[config.mk]
export PLATFORM = sky130hd
export DESIGN_NAME = lpm_front
export DESIGN_NICKNAME = d
export VERILOG_FILES = /design/src/sv/lpm_pkg.sv /design/src/sv/lpm_front.sv
export VERILOG_INCLUDE_DIRS = /design/src /design/src/sv
export SDC_FILE = /design/constraint.sdc
export NUM_CORES = 1
export LEC_CHECK = 0
export ABC_CLOCK_PERIOD_IN_PS = 16200
export BUFFER_PORTS_ARGS = -buffer_cell sky130_fd_sc_hd__buf_2
export CAP_MARGIN = 20
export CORE_MARGIN = 2
export CORE_UTILIZATION = 57
export DETAILED_ROUTE_END_ITERATION = 16
export PLACE_DENSITY = 0.82
export SYNTH_ARGS = -nofsm -noshare
export SYNTH_HDL_FRONTEND = slang
export SYNTH_SLANG_ARGS = --single-unit
[constraint.sdc]
create_clock -name clk -period 16.2 [get_ports clk]
set_clock_uncertainty 0.05 [all_clocks]
set_input_delay 4.86 -clock clk [delete_from_list [all_inputs] [get_ports clk]]
set_output_delay 4.86 -clock clk [all_outputs]
set_load 0.05 [all_outputs]
[src/sv/longest_prefix_match_route_table_macros.svh]
// Assertion helpers shared by the route table modules.
`ifndef LONGEST_PREFIX_MATCH_ROUTE_TABLE_MACROS_SVH
`define LONGEST_PREFIX_MATCH_ROUTE_TABLE_MACROS_SVH

// Implication check that is disabled while reset is held.
`define LPM_ASSERT_IMP(label, ante, cons, msg) \
  label: assert property (@(posedge clk) disable iff (!rst_n) (ante) |-> (cons)) \
    else $error(msg);

// Next-cycle implication check that is disabled while reset is held.
`define LPM_ASSERT_NXT(label, ante, cons, msg) \
  label: assert property (@(posedge clk) disable iff (!rst_n) (ante) |=> (cons)) \
    else $error(msg);

`endif

[src/sv/lpm_pkg.sv]
`timescale 1ns / 1ps
`default_nettype none
package lpm_pkg;
  localparam int Entries = 64;
  localparam int IdxW = $clog2(Entries);
  localparam int CntW = $clog2(Entries + 1);

  typedef enum logic [1:0] {
    OP_INSERT = 2'd0,
    OP_LOOKUP = 2'd1,
    OP_DELETE = 2'd2,
    OP_NONE   = 2'd3
  } op_t;

  typedef enum logic [1:0] {
    ST_OK       = 2'd0,
    ST_NO_ROUTE = 2'd1,
    ST_DEL_MISS = 2'd2,
    ST_FULL     = 2'd3
  } status_t;

  typedef struct packed {
    op_t         op;
    logic [31:0] addr;
    logic [5:0]  len;
    logic [7:0]  ifc;
    logic [31:0] hop;
  } cmd_t;

  typedef struct packed {
    status_t     status;
    logic [7:0]  ifc;
    logic [31:0] hop;
    logic [5:0]  len;
  } rsp_t;

  typedef enum logic [2:0] {
    S_IDLE,
    S_SCAN,
    S_SHIFT,
    S_DONE
  } eng_state_t;

  function automatic logic [31:0] top_mask(input logic [5:0] len);
    logic [31:0] m;
    m = '0;
    for (int b = 0; b < 32; b++) begin
      if (32 - b <= int'(len)) m[b] = 1'b1;
    end
    return m;
  endfunction
endpackage
`default_nettype wire

[src/sv/lpm_front.sv]
`timescale 1ns / 1ps
`default_nettype none
// Input stage: saturates the length and holds up to two commands for the engine.
module lpm_front import lpm_pkg::*; (
  input  wire logic        clk,
  input  wire logic        rst_n,
  input  wire logic        push,
  output logic             full,
  input  wire logic [1:0]  in_operation,
  input  wire logic [31:0] in_address,
  input  wire logic [5:0]  in_prefix_length,
  input  wire logic [7:0]  in_interface_id,
  input  wire logic [31:0] in_next_hop,
  output logic             cmd_valid,
  output cmd_t             cmd,
  input  wire logic        cmd_take
);
  `include "longest_prefix_match_route_table_macros.svh"

  cmd_t       q_r [2];
  logic       wp_r, wp_nxt, rp_r, rp_nxt;
  logic [1:0] cnt_r, cnt_nxt;
  cmd_t       c_in;
  logic       wr, rd;

  always_comb begin
    c_in.op   = op_t'(in_operation);
    c_in.addr = in_address;
    c_in.len  = (in_prefix_length > 6'd32) ? 6'd32 : in_prefix_length;
    c_in.ifc  = in_interface_id;
    c_in.hop  = in_next_hop;
  end

  assign full      = (cnt_r == 2'd2);
  assign cmd_valid = (cnt_r != 2'd0);
  assign cmd       = q_r[rp_r];
  assign wr        = push && !full;
  assign rd        = cmd_take && cmd_valid;

  always_comb begin
    wp_nxt  = wr ? ~wp_r : wp_r;
    rp_nxt  = rd ? ~rp_r : rp_r;
    cnt_nxt = cnt_r + {1'b0, wr} - {1'b0, rd};
  end

  always_ff @(posedge clk) begin
    if (!rst_n) begin
      wp_r  <= 1'b0;
      rp_r  <= 1'b0;
      cnt_r <= '0;
    end else begin
      wp_r  <= wp_nxt;
      rp_r  <= rp_nxt;
      cnt_r <= cnt_nxt;
    end
  end

  always_ff @(posedge clk) begin
    if (wr) q_r[wp_r] <= c_in;
  end

  `LPM_ASSERT_IMP(a_cnt_range, 1'b1, cnt_r <= 2'd2, "front queue count out of range")
  `LPM_ASSERT_NXT(a_cnt_inc, wr && !rd, cnt_r == $past(cnt_r) + 2'd1, "front count lost a push")
  `LPM_ASSERT_IMP(a_len_sat, cmd_valid, cmd.len <= 6'd32, "unsaturated length queued")
endmodule
`default_nettype wire

-- Word-level counts from Yosys, hierarchy flattened
Memory sizes are Yosys's and may differ from the RTL's. A register that Yosys moved wholly into a read port is not among the register bits.
Cells that the tools add are included.
- $lt $le $gt $ge: 1
- mux-type cells: 5
- bitwise gates (word level): 2
- equal/unequal tests: 1
- reduce and logical (&&, ||, !) cells: 4
- add/subtract/negate cells: 2
- operators by type and width (kind ; number):
    greater-than comparator 6 bit (second input constant) ; 1
    2-to-1 mux 6 bit ; 1
    2-to-1 mux 1 bit ; 4
    adder 2 x 1 -> 2 bit ; 1
    == test 2 bit (second input constant) ; 1
    logical AND 1 bit ; 2
    inverter 1 bit ; 2
    nonzero test 2 bit ; 1
    subtractor 2 x 1 -> 2 bit ; 1
    logical NOT 1 bit ; 1
- bits in registers: 4
- memories kept: 1
- RAM bits: 160
- output and inout bits: 82
- word-level logic and storage cells: 19
- input port bits: 84
- memories (memory ; depth ; bits a word ; rd ports ; clocked after Yosys merged registers in ; wr ports ; line ; source):
    q_r ; 2 ; 80 ; 1 ; 1 ; 1 ; lpm_front.sv:20 ; cmd_t q_r [2];

-- Longest topological paths before layout
Gate-level depths: netlist of run 1.
- depth in word-level cells: 5
- gate-level depth with buffers: 8

-- Worst setup path before layout of run 1
OpenSTA, ideal clock, no wires.
- kind: input port to flip-flop
- start point: in push
- end point: mem q_r[0][0] (netlist name), enable pin
- arrival time: 8.291 ns
- cell stages on the path: 2
- slack: 7.340 ns
- path through: nand2_1 > nor2_1
- word-level cells in the longest chain between the ends: 3
- ends and longest elaborated chain (what ; line ; source):
    from (decl) ; lpm_front.sv:7 ; input wire logic push,
    logical AND 1 bit ; lpm_front.sv:37 ; assign wr = push && !full;
    2-to-1 mux 1 bit ; lpm_front.sv:59 ; if (wr) q_r[wp_r] <= c_in;
    2-to-1 mux 1 bit (implied by the code) ; lpm_front.sv:59 ;
    to (decl) ; lpm_front.sv:20 ;
No other way between the ends.

==> results.env, run 1 <==
RUN_STATUS='completed'
SETUP_VIOLATIONS=0
IOPINCOUNT=166
CTS_SINKS=165
P_LEAK_nW=3.14
YOSYS-TOP-CELLS-AREA='sky130_fd_sc_hd__edfxtp_1, sky130_fd_sc_hd__mux2_4, sky130_fd_sc_hd__buf_12'
NUMBER_OF_SETUP_BUFFERS_ADDED_AFTER_CTS=0
MIN_PERIOD_NS=7.51
CRITICALPATHCATEGORY='reg -> out'
DRV_SLEW=0
WORSTSETUPSTARTPOINTTYPE='flip-flop'
POST_SYNTH_MOST_FREQUENT_CELLS='sky130_fd_sc_hd__edfxtp_1, sky130_fd_sc_hd__mux2_4, sky130_fd_sc_hd__buf_12'
POWER_DENSITY_nW_PER_UM2=194
SYN_AREA_PER_CELL_UM2=22.9
MAIN_COMBINATIONAL_CELL_FAMILY_BY_AREA_AFTER_SYNTHESIS='multiplexers'
PLACE_CONGESTION=0.679
MAX-SLEW-MARGIN-REL=0.419
CP_MAX_FO=46
GRT_MAX_DEGREE=81
DRT-PASS1-ITER-COUNT=4
YOSYSTOPAREACELLSHARE=0.745
GRT_USE_TOTAL=0.171
MULTI_INPUT_AREA_UM2=1370
FINALHOLDVIOLCOUNT=0
DATA_ARRIVAL_TIME_OF_THE_CRITICAL_PATH_NS=2.60
DOMINANTREGCELLSYNTH='sky130_fd_sc_hd__edfxtp_1'
AVGVIACOUNTPERCELL=5.02
DRIVE_ABOVE_1_SHARE=0.591
SETUP_TOTAL_NEGATIVE_SLACK_NS=0
SYNTHCELLS=282
ANTENNA_LEFT=0
MUXSHAREOFSYNTHAREA=0.188
VDD_DROP_MAX_V=0.000139
CLOCK.FMAX_GHz=0.133
GRT_SETUP_UNREPAIRED='no'
SLEW_AT_THE_PIN_CLOSEST_TO_ITS_MAX_SLEW_LIMIT_NS=0.869
PORT-BUFFER-COUNT=165
FRACTION_OF_THE_CORE_AREA_COVERED_BY_CELLS_AT_THE_END_OF_THE_FLOW=0.720
SYNTHMOSTINSTANTIATEDCELL='sky130_fd_sc_hd__edfxtp_1'
CLOCK-ROOT-BUFFER='sky130_fd_sc_hd__clkbuf_16'
SYNTH-XOR-AREA-SHARE=0.00272
COREAREA_UM2=10900
CLOCK_INSERTION_DELAY_WORST_SKEW_NS=0.41
DETAILEDROUTE.FIRSTITERATIONVIOLATIONS=157
AREA_GROWTH_SYN_TO_LAYOUT_PCT=22.1
LAYOUT.AREA.SEQ_UM2=4910
PERIOD_SHARE=0.464
NUMBER_OF_ANTENNA_VIOLATIONS_AT_THE_FIRST_CHECK_IN_GLOBAL_ROUTING=0
SYNTH-ASYNC-RESET-RATIO=0
CTS_MAX_LEVEL=4
SYNTH_COMPOUND_AREA_FRAC=0.00116
HOLD_PATH.CLASS='reg -> reg'
SYNTH_EDF_COUNT=160
SYNTH_ADDER_AREA_SHARE=0.00388
START_UTIL=0.590
NUMCTSBUFFERS=17
CTS_TREE='yes'
SYN_AREA_UM2=6450
CTS_RESIZED=0
INSTANCE_COUNT_ALONG_THE_MOST_CRITICAL_HOLD_PATH=2
GRT_PASS1_WL_MM=14.9
WORST_SETUP_HOLD_PATH_CLK_SLEW_NS=0.06
DETAIL_ROUTE.WIRELENGTH_MM=10.5
N_FILL_CELL=682
REG2REGPATHDEPTH=4
POSTLAYOUTSETUPSLACKWORST_NS=8.69
SYNTH_CELL_TYPES=20
NUM_ROWS=38
CRITICAL_PATH.ENDPOINT_TYPE='output pin'
DIE_WIDTH_UM=110
SYNTH_NETS=368
SYNTH_SIMPLE_GATE_AREA_SHARE=0.0149
DRV_CAP=0
GRT_REMAINING_OVERFLOW=0
YS_SEQ_AREA_FRAC=0.761
SYNTH.YOSYS.WARNINGS=0
SYNTH_LARGEST_AREA_CELL='sky130_fd_sc_hd__edfxtp_1'
FINISH.NET_COUNT=545
DIE_AREA_UM2=12200
PLACE_HPWL_MM=6.74
VIAS=3072
FINAL_ROUTED_DRC_VIOLATION_TOTAL=0
FIRST_GLOBAL_VIAS=2992
FP.DIEH_UM=110
CTS-ROOT-TO-SINK-BUFFERS=2
CTS-HOLD-FIX-BUFFERS=0
DETAILEDPLACE.WORSTSLACK_NS=9.12
CRIT_PATH_REQUIRED_TIME_NS=11.29
YS_FF_LATCH=165
ROUTE.DETAILED.WL_PER_INST_UM=17.1
DIODES=0
==> flip-flops by register name, indices dropped and copies added (netlist names), named ones only <==
signal	count
q_r	160
cnt_r	2
rp_r	1
wp_r	1
==> stage by stage <==
stage                     instances  hold WS [ns]  instance area (um^2)  total power, W
after floorplan                 282         0.405                  6450         0.00110
after global placement          579         0.444                  7310         0.00117
after detailed placement        579         0.471                  7310         0.00118
after CTS                       611         0.484                  7850         0.00154
after global routing            612         0.499                  7880         0.00159
final                           612         0.479                  7880         0.00153
==> final timing paths <==
path / startpoint / end / slack (ns)
worst min register to register: rp_r$_SDFFE_PN0P_ / flip-flop / 0.48
worst max-delay path: flip-flop / cmd[19] / 8.69
worst min-delay path: rp_r$_SDFFE_PN0P_ / flip-flop / 0.48
worst max register to register: cnt_r[0]$_SDFF_PN0_ / q_r[0][49]$_DFFE_PP_ / 13.67
==> power breakdown <==
| group | total (W) | leakage, nW | switching, W | internal (W) |
|---|---|---|---|---|
| registers | 0.000587 | 1.54 | 0.0000358 | 0.000551 |
| logic | 0.000578 | 1.34 | 0.000389 | 0.000189 |
| clock network | 0.000362 | 0.256 | 0.000153 | 0.000209 |
| total | 0.00153 | 3.14 | 0.000577 | 0.000950 |
==> cells in the final DEF (no fill, tap or decap), types with 2 or more instances in the layout <==
cell / count
sky130_fd_sc_hd__ha_1: 2
sky130_fd_sc_hd__nor2_1: 3
sky130_fd_sc_hd__inv_1: 3
sky130_fd_sc_hd__clkinv_1: 4
sky130_fd_sc_hd__buf_4: 2
sky130_fd_sc_hd__clkinv_4: 3
sky130_fd_sc_hd__edfxtp_1: 160
sky130_fd_sc_hd__nand2b_1: 2
sky130_fd_sc_hd__nand2_1: 2
sky130_fd_sc_hd__clkinv_2: 2
sky130_fd_sc_hd__clkbuf_16: 17
sky130_fd_sc_hd__mux2_4: 80
sky130_fd_sc_hd__clkinvlp_4: 3
sky130_fd_sc_hd__and2_1: 2
sky130_fd_sc_hd__dfxtp_1: 4
sky130_fd_sc_hd__buf_2: 165
sky130_fd_sc_hd__nor2b_1: 5
==> worst max-delay path, cell delays in order, from the launching register on <==
cell and delay (ns):
sky130_fd_sc_hd__dfxtp_4 0.77, sky130_fd_sc_hd__buf_4 0.79, sky130_fd_sc_hd__mux2_4 0.37, sky130_fd_sc_hd__buf_2 0.21
==> routing by layer <==
metal,wire length [um],share of wire,vias to the layer above,global-route usage
met5,0,0,-,0
met4,81,0.0077,0,0.0563
met3,840,0.080,7,0.0741
met2,5290,0.50,125,0.277
met1,4270,0.41,1479,0.208
li1,-,-,1461,-
==> cell type report <==
cell class,count,share of cell area
Sequential cell,165,0.623
Multi-Input combinational cell,104,0.174
Timing Repair Buffer,168,0.110
Clock buffer,18,0.0545
Tap cell,140,0.0222
Clock inverter,14,0.0143
Inverter,3,0.00143
==> kinds of logic after synthesis <==
| logic type | Yosys count |
|---|---|
| simple gates | 18 |
| xor+xnor | 2 |
| fa+ha+maj | 2 |
| compound gates | 1 |
| mux | 81 |
| flops | 165 |
| buf+inv | 13 |
(Power assumes the default switching activity.)
==> run 2: changes to the inputs <==
--- a/config.mk
+++ b/config.mk
@@ -6,13 +6,13 @@
 export SDC_FILE = /design/constraint.sdc
 export NUM_CORES = 1
 export LEC_CHECK = 0
-export ABC_CLOCK_PERIOD_IN_PS = 16200
+export ABC_CLOCK_PERIOD_IN_PS = 6650
 export BUFFER_PORTS_ARGS = -buffer_cell sky130_fd_sc_hd__buf_2
 export CAP_MARGIN = 20
 export CORE_MARGIN = 2
-export CORE_UTILIZATION = 57
+export CORE_UTILIZATION = 47
 export DETAILED_ROUTE_END_ITERATION = 16
-export PLACE_DENSITY = 0.82
+export PLACE_DENSITY = 0.72
 export SYNTH_ARGS = -nofsm -noshare
 export SYNTH_HDL_FRONTEND = slang
 export SYNTH_SLANG_ARGS = --single-unit
==> constraint.sdc (replaced) <==
create_clock -name clk -period 6.65 [get_ports clk]
set_clock_uncertainty 0.05 [all_clocks]
set_input_delay 1.995 -clock clk [delete_from_list [all_inputs] [get_ports clk]]
set_output_delay 1.995 -clock clk [all_outputs]
set_load 0.05 [all_outputs]
==> results.env, run 2 (synthesis gave the netlist of run 1 again) <==
NUM_ROWS=42
CLOCK-ROOT-BUFFER='sky130_fd_sc_hd__clkbuf_16'
N_FILL_CELL=964
COREAREA_UM2=13300
DIE_WIDTH_UM=121
CLOCK.FMAX_GHz=0.216
FINISH.INSTANCE_AREA_UM2=8000
GRT_SETUP_UNREPAIRED='no'
GRT_PASS1_WL_MM=15.7
REG2REG_FROM='cnt_r[0]$_SDFF_PN0_'
SETUP_TOTAL_NEGATIVE_SLACK_NS=0
IOPINCOUNT=166
PLACE_CONGESTION=0.681
NUMCTSBUFFERS=17
GRT_USE_TOTAL=0.146
CRITICAL_PATH.ENDPOINT_TYPE='output pin'
MAX-SLEW-MARGIN-REL=0.313
LARGEST_REGISTER_FFS=160
PERIOD_SHARE=0.695
DRT-PASS1-ITER-COUNT=4
AREA_GROWTH_SYN_TO_LAYOUT_PCT=24.1
CTS_TREE='yes'
P_LEAK_nW=3.18
DETAILEDROUTE.FIRSTITERATIONVIOLATIONS=200
CRITICALPATHCATEGORY='reg -> out'
CTS_RESIZED=0
MULTI_INPUT_AREA_UM2=1370
CTS_SINKS=165
CTS_MAX_LEVEL=4
NUMBER_OF_ANTENNA_VIOLATIONS_AT_THE_FIRST_CHECK_IN_GLOBAL_ROUTING=1
FINAL_CELL_MIX='sky130_fd_sc_hd__buf_2, sky130_fd_sc_hd__edfxtp_1, sky130_fd_sc_hd__mux2_4'
FINAL_ROUTED_DRC_VIOLATION_TOTAL=0
VDD_DROP_MAX_V=0.000340
REGISTERS.TOP_BY_FF_COUNT='q_r'
SLEW_AT_THE_PIN_CLOSEST_TO_ITS_MAX_SLEW_LIMIT_NS=1.03
CLOCK_INSERTION_DELAY_WORST_SKEW_NS=0.42
PLACE_HPWL_MM=6.82
CRIT_PATH_REQUIRED_TIME_NS=4.61
ANTENNA_LEFT=0
DETAIL_ROUTE.WIRELENGTH_MM=10.6
RUN_STATUS='completed'
CP_MAX_FO=55
HOLD_PATH.CLASS='reg -> reg'
GRT_MAX_DEGREE=81
FP.DIEH_UM=121
VIAS=3082
MIN_PERIOD_NS=4.62
AVGVIACOUNTPERCELL=4.76
WORST_SETUP_HOLD_PATH_CLK_SLEW_NS=0.05
PLACED_CELL_AREA_UM2=7350
CTS-ROOT-TO-SINK-BUFFERS=2
START_UTIL=0.485
CTS-HOLD-FIX-BUFFERS=0
DATA_ARRIVAL_TIME_OF_THE_CRITICAL_PATH_NS=2.58
WORSTSETUPSTARTPOINTTYPE='flip-flop'
SETUP_VIOLATIONS=0
DRIVE_ABOVE_1_SHARE=0.594
GRT_REMAINING_OVERFLOW=0
LAYOUT.AREA.SEQ_UM2=4910
DRV_CAP=0
DRV_SLEW=0
LEADING_REGISTERS_BY_FLOP_COUNT='q_r: 160 flops, cnt_r: 2 flops'
MOSTFREQUENTLAYOUTCELL='sky130_fd_sc_hd__buf_2'
POWER_DENSITY_nW_PER_UM2=482
FIRST_GLOBAL_VIAS=3061
FINISH.NET_COUNT=545
HOLDCRITSTARTPOINT='rp_r$_SDFFE_PN0P_'
ROUTE.DETAILED.WL_PER_INST_UM=16.3
NUMBER_OF_SETUP_BUFFERS_ADDED_AFTER_CTS=0
DIE_AREA_UM2=14700
FINALHOLDVIOLCOUNT=0
PORT-BUFFER-COUNT=165
-- run 2: cell count changes in the layout (fill, tap and decap cells not counted) --
cell	delta
sky130_fd_sc_hd__bufinv_16	+4
sky130_fd_sc_hd__clkbuf_1	+1
sky130_fd_sc_hd__clkinv_1	-3
sky130_fd_sc_hd__clkinv_2	+1
sky130_fd_sc_hd__clkinv_4	-3
sky130_fd_sc_hd__clkinvlp_4	-1
sky130_fd_sc_hd__diode_2	+2
sky130_fd_sc_hd__inv_6	-1
-- run 2: path summary, 6_finish.rpt --
check	endpoint	slack [ns]	cells after the start
setup / recovery	cmd[49]	2.03	3
hold / removal	rp_r$_SDFFE_PN0P_	0.47	2
setup reg to reg	q_r[0][17]$_DFFE_PP_	4.20	4
hold reg to reg	rp_r$_SDFFE_PN0P_	0.47	2
-- run 2: metal layers --
metal | GRT usage | up-vias | share of wire
li1 | - | 1456 | -
met5 | 0 | - | 0
met3 | 0.0489 | 12 | 0.078
met2 | 0.226 | 121 | 0.48
met4 | 0.0711 | 0 | 0.016
met1 | 0.184 | 1493 | 0.42
-- run 2: final cells by class --
cell class	count	area share
multi-input combinational	104	0.171
tap	176	0.0275
sequential	165	0.614
timing repair buffer	168	0.109
clock buffer	19	0.0541
antenna	2	0.000626
clock inverter	11	0.0230
inverter	3	0.00141
-- run 2: through the flow --
stage,util,worst slack (ns),instances,hold WS [ns],power [W]
finish,0.602,2.03,648,0.467,0.00386
global placement,0.553,2.43,615,0.444,0.00285
detailed placement,0.553,2.40,615,0.452,0.00287
floorplan,-,0.655,282,0.405,0.00268
CTS,0.599,1.95,645,0.477,0.00389
global route,0.602,1.87,647,0.498,0.00400
-- run 2: critical path, stage by stage, from the launching register on --
cell and delay, ns:
sky130_fd_sc_hd__dfxtp_4 1.04, sky130_fd_sc_hd__buf_4 0.55, sky130_fd_sc_hd__mux2_4 0.34, sky130_fd_sc_hd__buf_2 0.21
-- run 2: report_power, final --
part           internal (W)  total [W]  switching, W
clock network      0.000658    0.00102      0.000362
registers           0.00134    0.00146      0.000112
logic              0.000463    0.00138      0.000918
==> run 3: changes to the inputs <==
--- a/config.mk
+++ b/config.mk
@@ -6,7 +6,7 @@
 export SDC_FILE = /design/constraint.sdc
 export NUM_CORES = 1
 export LEC_CHECK = 0
-export ABC_CLOCK_PERIOD_IN_PS = 6650
+export ABC_CLOCK_PERIOD_IN_PS = 4000
 export BUFFER_PORTS_ARGS = -buffer_cell sky130_fd_sc_hd__buf_2
 export CAP_MARGIN = 20
 export CORE_MARGIN = 2
==> constraint.sdc (replaced) <==
create_clock -name clk -period 4 [get_ports clk]
set_clock_uncertainty 0.05 [all_clocks]
set_input_delay 1.2 -clock clk [delete_from_list [all_inputs] [get_ports clk]]
set_output_delay 1.2 -clock clk [all_outputs]
set_load 0.05 [all_outputs]
==> results.env, run 3 (synthesis gave the netlist of run 1 again) <==
LEADING_REGISTERS_BY_FLOP_COUNT='q_r: 160 flops, cnt_r: 2 flops'
DIE_AREA_UM2=14700
CP_MAX_FO=30
FRACTION_OF_THE_CORE_AREA_COVERED_BY_CELLS_AT_THE_END_OF_THE_FLOW=0.602
CTS_MAX_LEVEL=4
DRV_CAP=0
WORSTSETUPSTARTPOINTTYPE='flip-flop'
MIN_PERIOD_NS=3.06
MOSTFREQUENTLAYOUTCELL='sky130_fd_sc_hd__buf_2'
MULTI_INPUT_AREA_UM2=1370
DIE_WIDTH_UM=121
CTS-ROOT-TO-SINK-BUFFERS=2
CLOCK-ROOT-BUFFER='sky130_fd_sc_hd__clkbuf_16'
GRT_PASS1_WL_MM=15.8
DRV_SLEW=0
POWER_DENSITY_nW_PER_UM2=794
DRIVE_ABOVE_1_SHARE=0.601
GR-USAGE-MET2=0.242
ROUTING_USAGE_ON_MET3=0.0602
FINAL_ROUTED_DRC_VIOLATION_TOTAL=0
GR_BUSIEST_METAL='met2'
CRITPATHSLOWESTCELL='sky130_fd_sc_hd__buf_4'
CRITICAL_PATH.N_BUFFERS_INVERTERS=2
LAYOUT.AREA.SEQ_UM2=4910
GRT_REMAINING_OVERFLOW=0
P_LEAK_nW=3.18
VDD_DROP_MAX_V=0.000560
PLACED_CELL_AREA_UM2=7400
AREA_GROWTH_SYN_TO_LAYOUT_PCT=24.1
CTS_TREE='yes'
LARGEST_REGISTER_FFS=160
GRT_USE_TOTAL=0.147
HOLD_PATH.CLASS='reg -> reg'
TIMING.CRITICAL_PATH.CELLS='buf_4 > mux2_4 > buf_2'
DATA_ARRIVAL_TIME_OF_THE_CRITICAL_PATH_NS=1.81
PLACE_CONGESTION=0.715
SLEW_AT_THE_PIN_CLOSEST_TO_ITS_MAX_SLEW_LIMIT_NS=0.622
MAX-SLEW-MARGIN-REL=0.585
NUMCTSBUFFERS=17
CTS_SINKS=165
GRT_SETUP_UNREPAIRED='no'
CTS-HOLD-FIX-BUFFERS=0
NUM_ROWS=42
PERIOD_SHARE=0.764
MET1_USAGE=0.170
FP.DIEH_UM=121
FINISH.INSTANCE_AREA_UM2=8010
FINAL_CELL_MIX='sky130_fd_sc_hd__buf_2, sky130_fd_sc_hd__edfxtp_1, sky130_fd_sc_hd__mux2_4'
SETUP_VIOLATIONS=0
COREAREA_UM2=13300
VIAS=3083
DETAILEDROUTE.FIRSTITERATIONVIOLATIONS=188
DETAIL_ROUTE.WIRELENGTH_MM=10.4
PORT-BUFFER-COUNT=165
LAYOUTNONFILLERINSTCOUNT=651
FINALHOLDVIOLCOUNT=0
FIRST_GLOBAL_VIAS=3145
PLACED_INSTANCES=618
GRT_MAX_DEGREE=51
FINISH.NET_COUNT=547
ANTENNA_LEFT=0
CRIT_PATH_REQUIRED_TIME_NS=2.75
MAX_STAGE_DELAY_NS=0.46
NUMBER_OF_ANTENNA_VIOLATIONS_AT_THE_FIRST_CHECK_IN_GLOBAL_ROUTING=1
CRITICAL_PATH.ENDPOINT_TYPE='output pin'
AVGVIACOUNTPERCELL=4.74
CRITICALPATHCATEGORY='reg -> out'
SETUP_TOTAL_NEGATIVE_SLACK_NS=0
START_UTIL=0.485
CLOCK_INSERTION_DELAY_WORST_SKEW_NS=0.41
ROUTE.DETAILED.WL_PER_INST_UM=16.0
N_FILL_CELL=995
CP_TOP_FAMILY='buffers and inverters'
CLOCK.FMAX_GHz=0.327
REGISTERS.TOP_BY_FF_COUNT='q_r'
IOPINCOUNT=166
CTS_RESIZED=0
DRT-PASS1-ITER-COUNT=4
NUMBER_OF_SETUP_BUFFERS_ADDED_AFTER_CTS=0
WORST_SETUP_HOLD_PATH_CLK_SLEW_NS=0.06
PLACE_HPWL_MM=6.89
RUN_STATUS='completed'
==> run 3: through the flow <==
stage / hold WS [ns] / total power [W] / worst slack, ns
2_1_floorplan: 0.416 / 0.00445 / 0.143
3_3_place_gp: 0.445 / 0.00475 / 1.39
3_5_place_dp: 0.475 / 0.00479 / 1.35
4_1_cts: 0.482 / 0.00643 / 0.901
5_1_grt: 0.523 / 0.00662 / 0.859
6_report: 0.476 / 0.00636 / 0.944
==> run 3: layout make-up <==
type,instances,area share
tap,176,0.0275
multi-input combinational,104,0.171
sequential,165,0.613
antenna,1,0.000313
clock inverter,15,0.0224
clock buffer,17,0.0531
inverter,3,0.00141
timing repair buffer,170,0.111
==> run 3: routing by layer <==
metal,up-vias,part of all wire,routed length (um)
li1,1459,-,-
met5,-,0,0
met2,101,0.50,5260
met3,13,0.073,757
met4,0,0.016,164
met1,1510,0.41,4250
==> run 3: path summary, 6_finish.rpt <==
check                      start                    to  slack [ns]  depth (start not counted)
max                    flip-flop               cmd[34]        0.94                          3
min            wp_r$_SDFFE_PN0P_     wp_r$_SDFFE_PN0P_        0.48                          2
max reg2reg  cnt_r[0]$_SDFF_PN0_  q_r[1][25]$_DFFE_PP_        2.19                          3
min reg2reg    wp_r$_SDFFE_PN0P_     wp_r$_SDFFE_PN0P_        0.48                          2
==> run 3: power breakdown <==
group | switching [W] | internal (W) | leakage, nW
combinational | 0.00164 | 0.000775 | 1.35
clock | 0.000648 | 0.000986 | 0.288
sequential | 0.0000760 | 0.00223 | 1.54
==> run 3: tightest hold or removal path, delay by kind of cell (launching register included) <==
family	cells	cell delay (ns)
multiplexers	1	0.06
flip-flops	1	0.35
AND/OR/NAND/NOR	1	0.07
